## src/rtl/scbc_pkg.sv

```systemverilog
package scbc_pkg;

  localparam int NUM_CLASSES    = 8;
  localparam int CLS_W          = (NUM_CLASSES > 1) ? $clog2(NUM_CLASSES) : 1;
  localparam int MIN_BLOCK_BITS = 10;
  localparam int ALIGN_BITS     = 10;
  localparam int STACK_DEPTH    = 64;
  localparam int SLOT_W         = $clog2(STACK_DEPTH);
  localparam int CNT_W          = $clog2(STACK_DEPTH + 1);
  localparam int HANDLE_BITS    = 16;
  localparam int MB_SHIFT       = 20;

  localparam int SIZE_W    = 31;
  localparam int ROUND_W   = 32;
  localparam int HANDLE_W  = 16;
  localparam int CLSIDX_W  = 3;
  localparam int MAXB_W    = 6;
  localparam int MAXMB_W   = 12;
  localparam int CFG_W     = 12;
  localparam int S_DATA_W  = 48;
  localparam int M_DATA_W  = 56;
  localparam int M_USER_W  = 3;

  localparam int RAM_DEPTH = NUM_CLASSES * STACK_DEPTH;
  localparam int QUEUE_DEPTH = 2;
  localparam int QPTR_W      = 1;
  localparam int QCNT_W      = 2;

  localparam logic [ROUND_W-1:0] MIN_SIZE = ROUND_W'(1) << MIN_BLOCK_BITS;
  localparam logic [ROUND_W-1:0] MAX_SIZE =
    ROUND_W'(1) << (MIN_BLOCK_BITS + NUM_CLASSES - 1);

  localparam logic [MAXB_W-1:0]  MAXB_RESET  = 6'd63;
  localparam logic [MAXMB_W-1:0] MAXMB_RESET = 12'd64;

  localparam logic OP_ALLOC   = 1'b0;
  localparam logic OP_RELEASE = 1'b1;

  localparam logic REG_MAX_BLOCKS = 1'b0;
  localparam logic REG_MAX_MB     = 1'b1;

  localparam logic [1:0] ACT_REUSE  = 2'd0;
  localparam logic [1:0] ACT_FRESH  = 2'd1;
  localparam logic [1:0] ACT_CACHED = 2'd2;
  localparam logic [1:0] ACT_DROP   = 2'd3;

  typedef struct packed {
    logic                   op;
    logic                   drop;
    logic                   class_valid;
    logic [CLS_W-1:0]       cls;
    logic [ROUND_W-1:0]     rounded;
    logic [HANDLE_BITS-1:0] handle;
  } job_t;

endpackage

```

## src/rtl/scbc_front.sv

```systemverilog
module scbc_front (
  input  logic                                op,
  input  logic [scbc_pkg::SIZE_W-1:0]         req_size,
  input  logic [scbc_pkg::HANDLE_W-1:0]       block_handle,
  output scbc_pkg::job_t                      job
);
  import scbc_pkg::*;

  logic [SIZE_W-1:0]  units;
  logic [CLS_W-1:0]   fl;
  logic [ROUND_W-1:0] size32;
  logic [ROUND_W-1:0] bs;
  logic [ROUND_W-1:0] aligned;

  // floor log2 of size in minimum-block units
  always_comb begin
    units = req_size >> MIN_BLOCK_BITS;
    fl    = '0;
    for (int i = 0; i < NUM_CLASSES; i++) begin
      if (units[i]) begin
        fl = CLS_W'(i);
      end
    end
  end

  assign size32  = {1'b0, req_size};
  assign bs      = MIN_SIZE << fl;
  assign aligned = (size32 >> ALIGN_BITS) + ROUND_W'(1);

  always_comb begin
    job.op          = op;
    job.drop        = 1'b0;
    job.class_valid = 1'b0;
    job.cls         = '0;
    job.rounded     = '0;
    job.handle      = block_handle[HANDLE_BITS-1:0];
    if (op == OP_ALLOC) begin
      if (size32 <= MIN_SIZE) begin
        job.class_valid = 1'b1;
        job.rounded     = MIN_SIZE;
      end else if (size32 > MAX_SIZE) begin
        job.rounded = aligned << ALIGN_BITS;
      end else begin
        job.class_valid = 1'b1;
        if (bs < size32) begin
          job.cls     = (fl == CLS_W'(NUM_CLASSES - 1)) ? fl : fl + CLS_W'(1);
          job.rounded = bs << 1;
        end else begin
          job.cls     = fl;
          job.rounded = bs;
        end
      end
    end else begin
      if (size32 < MIN_SIZE || size32 > MAX_SIZE) begin
        job.drop = 1'b1;
      end else begin
        job.class_valid = 1'b1;
        job.cls         = fl;
      end
    end
  end

endmodule

```

## config.mk

```make
export PLATFORM = sky130hd
export DESIGN_NAME = scbc_front
export DESIGN_NICKNAME = d
export VERILOG_FILES = /design/src/rtl/scbc_pkg.sv /design/src/rtl/scbc_front.sv
export SDC_FILE = /design/constraint.sdc
export NUM_CORES = 1
export LEC_CHECK = 0
export BUFFER_PORTS_ARGS = -buffer_cell sky130_fd_sc_hd__buf_2
export CAP_MARGIN = 40
export CORE_MARGIN = 2
export CORE_UTILIZATION = 44
export DETAILED_ROUTE_END_ITERATION = 8
export MAX_ROUTING_LAYER = met4
export PLACE_DENSITY = 0.85
export RECOVER_POWER = 25
export SYNTH_ARGS = -nofsm -noshare
export SYNTH_HDL_FRONTEND = slang
export SYNTH_SLANG_ARGS = --single-unit
```

## constraint.sdc

```tcl
create_clock -name vclk -period 3.7
set_input_delay 0.185 -clock vclk [all_inputs]
set_output_delay 0.185 -clock vclk [all_outputs]
set_load 0.01 [all_outputs]
```

==> results.json <==
{
  "outcome": "completed",
  "dpl.cell_count": 303,
  "syn_area_um2": 1450,
  "setup-violations-final": 0,
  "post-route-min-period_ps": 3440,
  "drt_iter0_drc": 59,
  "chipWidth_um": 61.5,
  "synth_top_cell_by_area": "buf_4",
  "core_um2": 3100,
  "worst-setup-path-type": "in -> out",
  "nets": 326,
  "ctsHoldBuffers": 0,
  "seq_area_frac_synth_pct": 0,
  "yosysUniqueCellTypes": 39,
  "syn_avg_cell_area_um2": 6.52,
  "fin_setup_tns_ps": 0,
  "ys_top_cells_by_area": "buf_4 14%, ha_1 13%, nor2_1 8.8%, xnor2_1 8.4%, a211oi_1 6.2%",
  "worst_path_largest_cell_delay_ps": 460,
  "crit_slowest_cell": "a311o_2",
  "maxSlewHeadroom_pct": 45.2,
  "syn_inst": 223,
  "grt_remaining_overflow": 0,
  "n_clock_buffer": 0,
  "port-buffer-count": 60,
  "grt_pass1_wl_um": 5460,
  "place.gp.congestion": 0.912,
  "gr-usage-all-layers_pct": 18.5,
  "yosys_warnings": 0,
  "worst_ep_arrival_time_ps": 3260,
  "hold_viol": 0,
  "fin_cells": 305,
  "min_from": "block_handle[10]",
  "ff_latch_area_um2": 0,
  "placedInstanceArea_um2": 1620,
  "dr.pass1.iters": 4,
  "endpoint_kind": "output port",
  "path_cells": "buf_2 > inv_1 > a21oi_1 > o21ai_0 > a21oi_1 > inv_1 > ha_1 > nand2_1 > inv_1 > ha_1 > nor4bb_1 > nand4_1 > a311o_2 > buf_4 > nor2_1 > a211oi_1 > a211oi_1 > buf_2",
  "num_rows": 20,
  "dr_total_vias": 1614,
  "drc": 0,
  "yosys.cell_count.top_type": "nor2_1",
  "diodes": 0,
  "multi_input_area_um2": 1170,
  "numSequentialCells": 0,
  "power_density_nw_per_um2": 84.6,
  "dp_slack_ps": 80.0,
  "hold_end": "job[10]",
  "rsz0062_at_grt": "false",
  "die_y_um": 61.5,
  "power_leakage_nw": 0.870,
  "crit_top_cell": "inv_1",
  "detail_route.vias_per_cell": 5.29,
  "hp-class": "in -> out",
  "grt_pass1_vias": 1336,
  "grt_max_degree": 22,
  "finalInstanceArea_um2": 1630,
  "dieArea_um2": 3780,
  "io_pins": 102,
  "final-max-slew-violation-count": 0,
  "drive_above_1_share_pct": 27.2,
  "netlist.area_leader.share_pct": 13.9,
  "dp_hpwl_um": 3140,
  "finalCritPeriodShare_pct": 93.1,
  "critPathLaunchType": "input pin",
  "crit_fanout": 9,
  "antenna_found_initial": 0,
  "worstPathRequired_ps": 3510,
  "max_freq_mhz": 290,
  "area_growth_pct": 12.2,
  "min_path_cells": 0,
  "fillers": 347,
  "wl_per_cell_um": 12.4,
  "ys_top_cells_by_count": "34 x nor2_1, 27 x buf_4, 20 x inv_1",
  "postLayoutCoreUtil_pct": 52.6,
  "initial_core_util_pct": 46.9,
  "fin_ws_ps": 257,
  "wl_um": 3790,
  "antenna_left": 0,
  "cap_viol_max_count": 0,
  "worstMarginPinSlew_ps": 822,
  "vdd_drop_max_mv": 0.0345
}
-- worst max-delay path: cells and delay by family --
kind	cells	cell delay, ps
AOI/OAI and AO/OA	6	1180
buffers and inverters	6	740
adders and majority gates	2	520
and+or+nand+nor	4	640
-- cell type report --
cell class                      instances  share of cell area [%]
Multi-Input combinational cell        177                    71.8
Tap cell                               44                    3.37
Inverter                               20                    4.60
Timing Repair Buffer                   64                    20.2
-- metal layers --
metal	share of wire, %	up-vias	wire length (um)	global-route usage [%]
met5	0	-	0	-
met4	0.40	0	15	2.13
met3	9.3	2	353	0.840
met2	49	81	1850	34.3
met1	41	714	1570	22.6
li1	-	817	-	-
-- power by group --
part | internal (W) | leakage (nW) | switching [W]
Sequential | 0 | 0 | 0
Combinational | 0.0000569 | 0.870 | 0.0000811
Clock | 0 | 0 | 0
Total | 0.0000569 | 0.870 | 0.0000811
-- timing repair --
action                                  in CTS  in global routing
resized for setup                            0                  1
buffers inserted                             0                  2
endpoints found under the setup margin       0                 12
-- worst max path at each step --
stage                 start  depth (start not counted)  slack (ps)  endpoint
2_1_floorplan  req_size[17]                         15         600   job[49]
3_3_place_gp   req_size[12]                         17         110   job[49]
3_5_place_dp   req_size[12]                         17          80   job[48]
4_1_cts        req_size[12]                         17          90   job[49]
5_1_grt        req_size[12]                         18          30   job[34]
6_report       req_size[12]                         18         260   job[29]
-- logic make-up (layout without fill, tap and decap cells) --
logic type	count (synthesis)	count (layout)	synth area share, %
AOI/OAI and AO/OA	36	36	18.6
buffers and inverters	55	84	21.9
and+or+nand+nor	96	96	34.2
xor gates and xnor gates	18	18	10.8
other	1	10	0.258
adders and majority gates	15	15	12.9
muxes	2	2	1.38
-- placed cells by master (no fill, tap or decap), drive strengths merged, types with 4 or more instances in the layout --
master	n
or3	4
a21oi	9
inv	20
nand4	8
conb	10
buf	64
xnor2	14
nand2	16
nor2	34
nand3	10
ha	15
nor3	7
a211oi	13
nor4	6
xor2	4
-- through the flow --
stage / total power, W / hold WS, ps
after floorplan: 0.000106 / 462
after global placement: 0.000133 / 370
after detailed placement: 0.000136 / 370
after CTS: 0.000137 / 370
after global routing: 0.000154 / 370
final: 0.000138 / 370
Note: power is estimated with default switching activity, not from simulation.
