==> src/rtl/scbc_pkg.sv <==
package scbc_pkg;

  localparam int NUM_CLASSES    = 8;
  localparam int CLS_W          = (NUM_CLASSES > 1) ? $clog2(NUM_CLASSES) : 1;
  localparam int MIN_BLOCK_BITS = 10;
  localparam int ALIGN_BITS     = 10;
  localparam int STACK_DEPTH    = 64;
  localparam int SLOT_W         = $clog2(STACK_DEPTH);
  localparam int CNT_W          = $clog2(STACK_DEPTH + 1);
  localparam int HANDLE_BITS    = 16;
  localparam int MB_SHIFT       = 20;

  localparam int SIZE_W    = 31;
  localparam int ROUND_W   = 32;
  localparam int HANDLE_W  = 16;
  localparam int CLSIDX_W  = 3;
  localparam int MAXB_W    = 6;
  localparam int MAXMB_W   = 12;
  localparam int CFG_W     = 12;
  localparam int S_DATA_W  = 48;
  localparam int M_DATA_W  = 56;
  localparam int M_USER_W  = 3;

  localparam int RAM_DEPTH = NUM_CLASSES * STACK_DEPTH;
  localparam int QUEUE_DEPTH = 2;
  localparam int QPTR_W      = 1;
  localparam int QCNT_W      = 2;

  localparam logic [ROUND_W-1:0] MIN_SIZE = ROUND_W'(1) << MIN_BLOCK_BITS;
  localparam logic [ROUND_W-1:0] MAX_SIZE =
    ROUND_W'(1) << (MIN_BLOCK_BITS + NUM_CLASSES - 1);

  localparam logic [MAXB_W-1:0]  MAXB_RESET  = 6'd63;
  localparam logic [MAXMB_W-1:0] MAXMB_RESET = 12'd64;

  localparam logic OP_ALLOC   = 1'b0;
  localparam logic OP_RELEASE = 1'b1;

  localparam logic REG_MAX_BLOCKS = 1'b0;
  localparam logic REG_MAX_MB     = 1'b1;

  localparam logic [1:0] ACT_REUSE  = 2'd0;
  localparam logic [1:0] ACT_FRESH  = 2'd1;
  localparam logic [1:0] ACT_CACHED = 2'd2;
  localparam logic [1:0] ACT_DROP   = 2'd3;

  typedef struct packed {
    logic                   op;
    logic                   drop;
    logic                   class_valid;
    logic [CLS_W-1:0]       cls;
    logic [ROUND_W-1:0]     rounded;
    logic [HANDLE_BITS-1:0] handle;
  } job_t;

endpackage

==> src/rtl/scbc_queue.sv <==
module scbc_queue (
  input  logic           clk,
  input  logic           rst,
  input  logic           push,
  input  scbc_pkg::job_t push_job,
  output logic           full,
  input  logic           pop,
  output logic           nonempty,
  output scbc_pkg::job_t head
);
  import scbc_pkg::*;

  job_t              entry [QUEUE_DEPTH];
  logic [QPTR_W-1:0] wr_ptr;
  logic [QPTR_W-1:0] rd_ptr;
  logic [QCNT_W-1:0] count;

  assign full     = (count == QCNT_W'(QUEUE_DEPTH));
  assign nonempty = (count != '0);
  assign head     = entry[rd_ptr];

  always_ff @(posedge clk) begin
    if (push) begin
      entry[wr_ptr] <= push_job;
    end
  end

  always_ff @(posedge clk) begin
    if (rst) begin
      wr_ptr <= '0;
      rd_ptr <= '0;
      count  <= '0;
    end else begin
      if (push) begin
        wr_ptr <= wr_ptr + QPTR_W'(1);
      end
      if (pop) begin
        rd_ptr <= rd_ptr + QPTR_W'(1);
      end
      if (push && !pop) begin
        count <= count + QCNT_W'(1);
      end else if (pop && !push) begin
        count <= count - QCNT_W'(1);
      end
    end
  end

endmodule

==> config.mk <==
export PLATFORM = sky130hd
export DESIGN_NAME = scbc_queue
export DESIGN_NICKNAME = d
export VERILOG_FILES = /design/src/rtl/scbc_pkg.sv /design/src/rtl/scbc_queue.sv
export SDC_FILE = /design/constraint.sdc
export NUM_CORES = 1
export LEC_CHECK = 0
export BUFFER_PORTS_ARGS = -buffer_cell sky130_fd_sc_hd__buf_2
export CELL_PAD_IN_SITES_DETAIL_PLACEMENT = 0
export CELL_PAD_IN_SITES_GLOBAL_PLACEMENT = 1
export CORE_UTILIZATION = 30
export DETAILED_ROUTE_END_ITERATION = 6
export PLACE_DENSITY_LB_ADDON = 0.1
export SYNTH_ARGS = -nofsm -noshare
export SYNTH_HDL_FRONTEND = slang
export SYNTH_SLANG_ARGS = --single-unit
==> constraint.sdc <==
create_clock -name clk -period 4.5 [get_ports clk]
set_clock_uncertainty 0.2 [all_clocks]
set_input_delay 0.9 -clock clk [delete_from_list [all_inputs] [get_ports clk]]
set_output_delay 0.9 -clock clk [all_outputs]
set_load 0.01 [all_outputs]
==> results of run 1 <==
-- sequential cells by signal (all words and copies together), names as in the netlist, named ones only --
name,count
count,2
entry,108
rd_ptr,1
wr_ptr,1
-- stage by stage --
step,hold WS (ns),cells
6_report,0.294,508
5_1_grt,0.320,508
4_1_cts,0.296,508
3_5_place_dp,0.286,478
3_3_place_gp,0.283,478
2_1_floorplan,0.256,190
-- layout make-up --
type / instances / area (sq um) / area share
Clock buffer: 20 / 437 / 0.0799
Clock inverter: 10 / 119 / 0.0218
Inverter: 1 / 3.75 / 0.000687
Multi-Input combinational cell: 70 / 723 / 0.132
Sequential cell: 113 / 3340 / 0.612
Tap cell: 176 / 220 / 0.0403
Timing Repair Buffer: 118 / 616 / 0.113
-- worst max-delay path by stage --
stage	cells after the start	endpoint	slack (ns)	startpoint
2_1_floorplan	1	entry[0][0]	0.54	push
3_3_place_gp	3	entry[0][19]	1.93	push
3_5_place_dp	3	entry[0][18]	1.92	push
4_1_cts	3	head[35]	1.49	flip-flop
5_1_grt	3	head[21]	1.45	flip-flop
6_report	3	head[18]	1.55	flip-flop
-- metal layers --
metal / part of all wire / GRT usage / vias to the layer above
met3: 0.082 / 0.0613 / 10
met1: 0.45 / 0.144 / 1049
met5: 0 / 0 / -
met2: 0.46 / 0.164 / 81
li1: - / - / 1008
met4: 0.011 / 0.0570 / 0
-- Yosys cell counts --
cell type  count
a21oi_1        1
and2_1         1
and2b_2        1
buf_2          1
buf_6          5
dfxtp_1        5
edfxtp_1     108
ha_1           1
inv_1          1
mux2_2        54
nor2_1         4
nor2b_1        1
o21ai_0        1
or2_2          1
or3_1          1
xnor2_1        2
xor2_1         2
-- cell families (layout without fill, tap and decap cells) --
kind of cell    Yosys count  in the layout  synth area share
flops                   113            113             0.811
xor+xnor                  4              4           0.00850
buf+inv                   7            149            0.0158
fa+ha+maj                 1              1           0.00303
compound gates            2              2           0.00243
simple gates              9              9            0.0118
mux                      54             54             0.147
-- power by group --
| part | switching [mW] | internal [mW] |
|---|---|---|
| registers | 0.0189 | 1.23 |
| clock network | 0.408 | 0.848 |
| logic | 0.132 | 0.123 |
| total | 0.558 | 2.20 |
-- worst reg2reg max path, stage by stage, from the launching register on --
cell	delay, ns
dfxtp_1	0.34
nor2b_4	0.63
buf_12	0.31
==> metrics.txt, run 1 <==
outcome finished, final reports clean; core area 13300 sq um; Worst EP required 3.40 ns; final worst path period share 0.655; Worst-Margin Slew 0.778 ns; drt pass-1 iters 4; R2R Path Start wr_ptr; highest net fanout along the worst path 22; largest stage delay on the critical path 0.52 ns; Clock transition at path regs 0.05 ns; share of post-route cells with drive strength above 1 0.599; FP Rows 42; Fillers 1251; CP Class flip-flop to output port; post-CTS setup buffer count 0; Synth area leaders edfxtp_1 79%, mux2_2 15%, dfxtp_1 2.4%, buf_6 1.4%, xnor2_1 0.42%; H-tree levels 4; arrival time worst endpoint 1.85 ns; Pwr Total 2.76 mW; Seq cells post-synth 113; total congestion overflow 0; die height 119 microns; cts hold-fix bufs 0; Mapped Nets 249; Synth top area share 0.787; worst hold start count[1]; largest net degree at the start of global routing 32; post-route cell area 5460 sq um; antenna violations before repair 0; Worst-Skew Late Latency 0.40 ns; CTS tree built; first-pass GRT wire length 11800 microns; Slew HR 0.480; worst hold endpoint count[1]; VDD IR max 260 uV; Die X-Extent 119 microns; wire per inst 15.2 microns; Worst Reg-to-Reg Cells 2; RSZ-0062 raised after global routing no; ANT nets after route 0; Final Setup Violations 0; placed cell area 4910 sq um; Vias 2148; GPL Wtd Cong 0.640; I/O pin total 114; Leak 2.07 nW; n_diodes 0; DRC viols 0; average vias per placed instance 4.23; Final nets 380; Num Clock Sinks 113; Hold Path Class flip-flop to flip-flop; Fin. Hold Viols 0; Highest Clock Rate 339 MHz; Final TNS setup 0 ns; most common cell after layout, fill and taps aside buf_2; final worst-path setup slack 1.55 ns; worst reg-to-reg setup slack 2.70 ns; Post-Syn Instances 190; cell area power density 505 nW/um^2; die area 14200 sq um; Netlist cell types 17; WL final 7740 microns; HPWL after DPL 4950 microns; CP max-delay cell dfxtp_2; synth-to-layout area growth 32.5%; fin crit period 2.95 ns; Slew Limit Fails 0; CP top delay family buffers and inverters; most frequent cells in the layout 113 x buf_2, 108 x edfxtp_1, 54 x mux2_2, 17 x clkbuf_16, 5 x clkinv_1; Worst setup SP type flip-flop; Yosys top cell by area edfxtp_1; final core area utilization 0.409; 1st-iter DRT viols 72; Port Buf Inserts 113; GRT Util Overall 0.116; Starting Density 0.309; worst-case clock buffer depth 2; Crit. End Element output port; number of global-route vias before repair 2209; Root Driver clkbuf_16; Syn. warnings 0; Place WS 1.92 ns; crit-path cells buf_4 > mux2_2 > buf_2; cts bufs inserted 17; register area share after synthesis 0.811; Post-CTS Resized 0; hold path depth 2; Max-Cap Viols 0; Mapped Area 4120 sq um; worst reg2reg path endpoint entry[0][37]; Worst Path Buf+Inv 2; Avg Inst Size Synth 21.7 sq um
Power figures use the tool's default switching activity.
==> run 2, diff against run 1 <==
==> constraint.sdc (replaced) <==
create_clock -name clk -period 2.7 [get_ports clk]
set_clock_uncertainty 0.2 [all_clocks]
set_input_delay 0.54 -clock clk [delete_from_list [all_inputs] [get_ports clk]]
set_output_delay 0.54 -clock clk [all_outputs]
set_load 0.01 [all_outputs]
==> run 2 against run 1 <==
  * Routed wire length up 0.76%
  * Sequential share of layout area shrank 0.56 points
  * Setup slack worse by 1.2 ns
  * Sequential power rose by 66%
  * Die area is the same
  * Clock-buffer cell count rose by 1
==> metrics.txt, run 2 (synthesis gave the netlist of run 1 again) <==
drt pass-1 iters 4; wire per inst 15.3 microns; RSZ-0062 raised after global routing no; post-CTS setup buffer count 0; Pint 3.65 mW; proportion of power drawn by combinational gates 0.096; average vias per placed instance 4.22; CP Class flip-flop to output port; Port Buf Inserts 113; VDD IR max 481 uV; Final TNS setup 0 ns; share of post-route cells with drive strength above 1 0.621; Post-CTS Resized 0; fin crit period 2.38 ns; cts hold-fix bufs 0; I/O pin total 114; GPL Wtd Cong 0.664; Leak 2.09 nW; Vias 2156; CTS tree built; Max-Cap Viols 0; WL final 7800 microns; worst-case clock buffer depth 2; cell area power density 840 nW/um^2; outcome finished, final reports clean; Switching Share 0.212; Slew Limit Fails 0; Worst-Margin Slew 0.463 ns; Final nets 381; number of global-route vias before repair 2287; most common cell after layout, fill and taps aside buf_2; most frequent cells in the layout 113 x buf_2, 108 x edfxtp_1, 54 x mux2_2, 17 x clkbuf_16, 6 x clkinv_2; CP max-delay cell mux2_2; Seq pwr share 0.447; first-pass GRT wire length 12000 microns; cts bufs inserted 17; final worst path period share 0.883; highest net fanout along the worst path 28; Reg with most FFs entry; max reg flops 108; GRT Util Overall 0.119; Worst Reg-to-Reg Cells 2; Starting Density 0.309; H-tree levels 4; final core area utilization 0.413; Die X-Extent 119 microns; Root Driver clkbuf_16; Worst-Skew Late Latency 0.40 ns; largest net degree at the start of global routing 30; Hold Path Class primary input to flip-flop; HPWL after DPL 4930 microns; FP Rows 42; core area 13300 sq um; 1st-iter DRT viols 60; DRC viols 0; Worst EP required 1.96 ns; Crit. End Element output port; Largest regs entry: 108 flops, count: 2 flops; die area 14200 sq um; Slew HR 0.690; arrival time worst endpoint 1.64 ns; largest stage delay on the critical path 0.40 ns; Num Clock Sinks 113; crit-path cells buf_4 > mux2_2 > buf_2; Worst setup SP type flip-flop; total congestion overflow 0; hold path depth 1; Highest Clock Rate 419 MHz; antenna violations before repair 0; Fin. Hold Viols 0; P_sw 981 uW; Clock power frac 0.457; synth-to-layout area growth 33.7%; n_diodes 0; Clock transition at path regs 0.05 ns; ANT nets after route 0; die height 119 microns; Final Setup Violations 0
==> run 2: layout make-up <==
cell class	instances	area (sq um)
Clock buffer	21	460
Clock inverter	11	113
Timing Repair Buffer	119	648
Fill cell	1237	7840
Tap cell	176	220
Multi-Input combinational cell	70	723
Inverter	1	3.75
Sequential cell	113	3340
==> run 2: worst paths after layout <==
check,endpoint,start,slack [ns]
worst max-delay path,head[26],flip-flop,0.32
worst max register to register,entry[1][16],wr_ptr,1.05
worst min-delay path,entry[1][1],push_job[1],0.12
worst min register to register,count[1],count[1],0.31
==> run 2: power by group through the flow <==
stage | logic, mW | clock network [mW] | registers (mW)
3_5_place_dp | 0.454 | 0 | 2.10
2_1_floorplan | 0.256 | 0 | 2.10
5_1_grt | 0.486 | 2.24 | 2.08
6_report | 0.443 | 2.12 | 2.07
4_1_cts | 0.456 | 2.17 | 2.07
3_3_place_gp | 0.456 | 0 | 2.10
==> run 2: per-layer routing <==
| layer | vias to the layer above | wire (microns) | global-route usage |
|---|---|---|---|
| li1 | 1011 | - | - |
| met1 | 1046 | 3470 | 0.141 |
| met2 | 82 | 3540 | 0.176 |
| met3 | 17 | 557 | 0.0522 |
| met4 | 0 | 233 | 0.0759 |
| met5 | - | 0 | 0 |
==> run 2: through the flow <==
stage                     hold WS (ns)  instance area [sq um]  cells  worst slack [ns]  total power, mW
after floorplan                  0.256                   4130    190             0.109             2.36
after global placement           0.278                   4940    479             0.705             2.56
after detailed placement         0.298                   4940    479             0.715             2.56
after CTS                        0.100                   5510    511             0.269             4.70
after global routing             0.105                   5510    511             0.220             4.81
final                            0.123                   5510    511             0.316             4.63
==> run 2: worst max-delay path: cells and delay by family (launching register included) <==
family                 cells  cell delay (ns)
multiplexers               1             0.40
buffers and inverters      2             0.51
flip-flops                 1             0.32
==> run 3, diff against run 2 <==
--- a/config.mk
+++ b/config.mk
@@ -10,6 +10,7 @@
 export CELL_PAD_IN_SITES_GLOBAL_PLACEMENT = 1
 export CORE_UTILIZATION = 30
 export DETAILED_ROUTE_END_ITERATION = 6
+export MAX_ROUTING_LAYER = met4
 export PLACE_DENSITY_LB_ADDON = 0.1
 export SYNTH_ARGS = -nofsm -noshare
 export SYNTH_HDL_FRONTEND = slang
==> run 3 against run 2 <==
  * Non-clock buffer count stayed put
  * Worst hold slack is essentially flat
  * First-iteration DRC count down 10%
  * Die area is the same
  * Combinational power is essentially flat
  * Clock power is essentially flat
  * Critical path depth unchanged
  * Clock-buffer cell count unchanged
  * Sequential cell count unchanged
  * Design area is the same
  * Routed wire length down 0.80%
  * Highest routed layer unchanged
==> metrics.txt, run 3 (synthesis gave the netlist of run 1 again) <==
outcome finished, final reports clean; number of global-route vias before repair 2283; Worst Path Buf+Inv 2; Leak 2.09 nW; fin crit period 2.38 ns; GPL Wtd Cong 0.670; final worst path period share 0.883; CP Class flip-flop to output port; Cells after DPL 479; I/O pin total 114; crit-path cells buf_4 > mux2_2 > buf_2; RSZ-0062 raised after global routing no; Root Driver clkbuf_16; Post-CTS Resized 0; average vias per placed instance 4.21; post-route cell area 5510 sq um; highest net fanout along the worst path 28; Worst setup SP type flip-flop; Slew HR 0.691; H-tree levels 4; Worst-Margin Slew 0.463 ns; share of post-route cells with drive strength above 1 0.621; GRT Util Overall 0.123; Final Setup Violations 0; worst-case clock buffer depth 2; Final nets 381; Port Buf Inserts 113; most frequent cells in the layout 113 x buf_2, 108 x edfxtp_1, 54 x mux2_2, 17 x clkbuf_16, 6 x clkinv_2; 1st-iter DRT viols 54; Reg with most FFs entry; Fillers 1237; largest net degree at the start of global routing 30; ANT nets after route 0; cts hold-fix bufs 0; Max-Cap Viols 0; CP top delay family buffers and inverters; Crit. End Element output port; wire per inst 15.1 microns; Largest regs entry: 108 flops, count: 2 flops; final non-filler cell total 511; HPWL after DPL 4930 microns; Clock transition at path regs 0.05 ns; WL final 7730 microns; Highest Clock Rate 420 MHz; Final TNS setup 0 ns; die area 14200 sq um; Place WS 0.715 ns; most common cell after layout, fill and taps aside buf_2; Vias 2149; Die X-Extent 119 microns; cell area power density 840 nW/um^2; post-CTS setup buffer count 0; CP max-delay cell mux2_2; cts bufs inserted 17; die height 119 microns; DRC viols 0; total congestion overflow 0; Fin. Hold Viols 0; Slew Limit Fails 0; Starting Density 0.309; final core area utilization 0.413; CTS tree built; first-pass GRT wire length 12000 microns; synth-to-layout area growth 33.7%; arrival time worst endpoint 1.64 ns; max reg flops 108; largest stage delay on the critical path 0.40 ns; Worst EP required 1.96 ns; final worst-path setup slack 0.317 ns; n_diodes 0; Hold Path Class primary input to flip-flop; VDD IR max 480 uV; FP Rows 42; Num Clock Sinks 113; core area 13300 sq um; drt pass-1 iters 4; placed cell area 4940 sq um; antenna violations before repair 0; Worst-Skew Late Latency 0.40 ns
run 3: cell counts in the layout (fill, tap and decap cells not counted):
No cell type changed its count.
run 3: stage by stage:
stage / hold WS (ns) / power, mW
final: 0.123 / 4.63
after global routing: 0.105 / 4.81
after CTS: 0.100 / 4.70
after detailed placement: 0.298 / 2.56
after global placement: 0.278 / 2.56
after floorplan: 0.256 / 2.36
run 3: area by class of cell:
type                    instances  area, sq um  share of cell area
repair buffers                119          648               0.118
clock inverters                11          113              0.0204
flip-flops and latches        113         3340               0.607
well taps                     176          220              0.0399
multi-input cells              70          723               0.131
clock buffers                  21          460              0.0835
inverters                       1         3.75            0.000681
run 3: worst reg2reg max path, cell delays in order (launching register included):
cell and delay (ns):
dfxtp_1 0.40, and2_2 0.42, buf_4 0.31
run 3: final timing paths:
path	startpoint	end	slack, ns	cells past startpoint
worst max register to register	wr_ptr	entry[1][16]	1.05	2
worst min register to register	count[1]	count[1]	0.31	2
worst max-delay path	flip-flop	head[26]	0.32	3
worst min-delay path	push_job[1]	entry[1][1]	0.12	1
run 3: routing by layer:
metal | GRT usage | vias up | wire (microns)
met5 | - | - | 0
met4 | 0.0759 | 0 | 234
met3 | 0.0503 | 17 | 510
met2 | 0.176 | 77 | 3470
met1 | 0.142 | 1045 | 3520
li1 | - | 1010 | -
run 3: report_power, final:
group	switching (mW)	internal (mW)
Clock	0.726	1.39
Combinational	0.230	0.212
Sequential	0.0247	2.05
Total	0.980	3.65
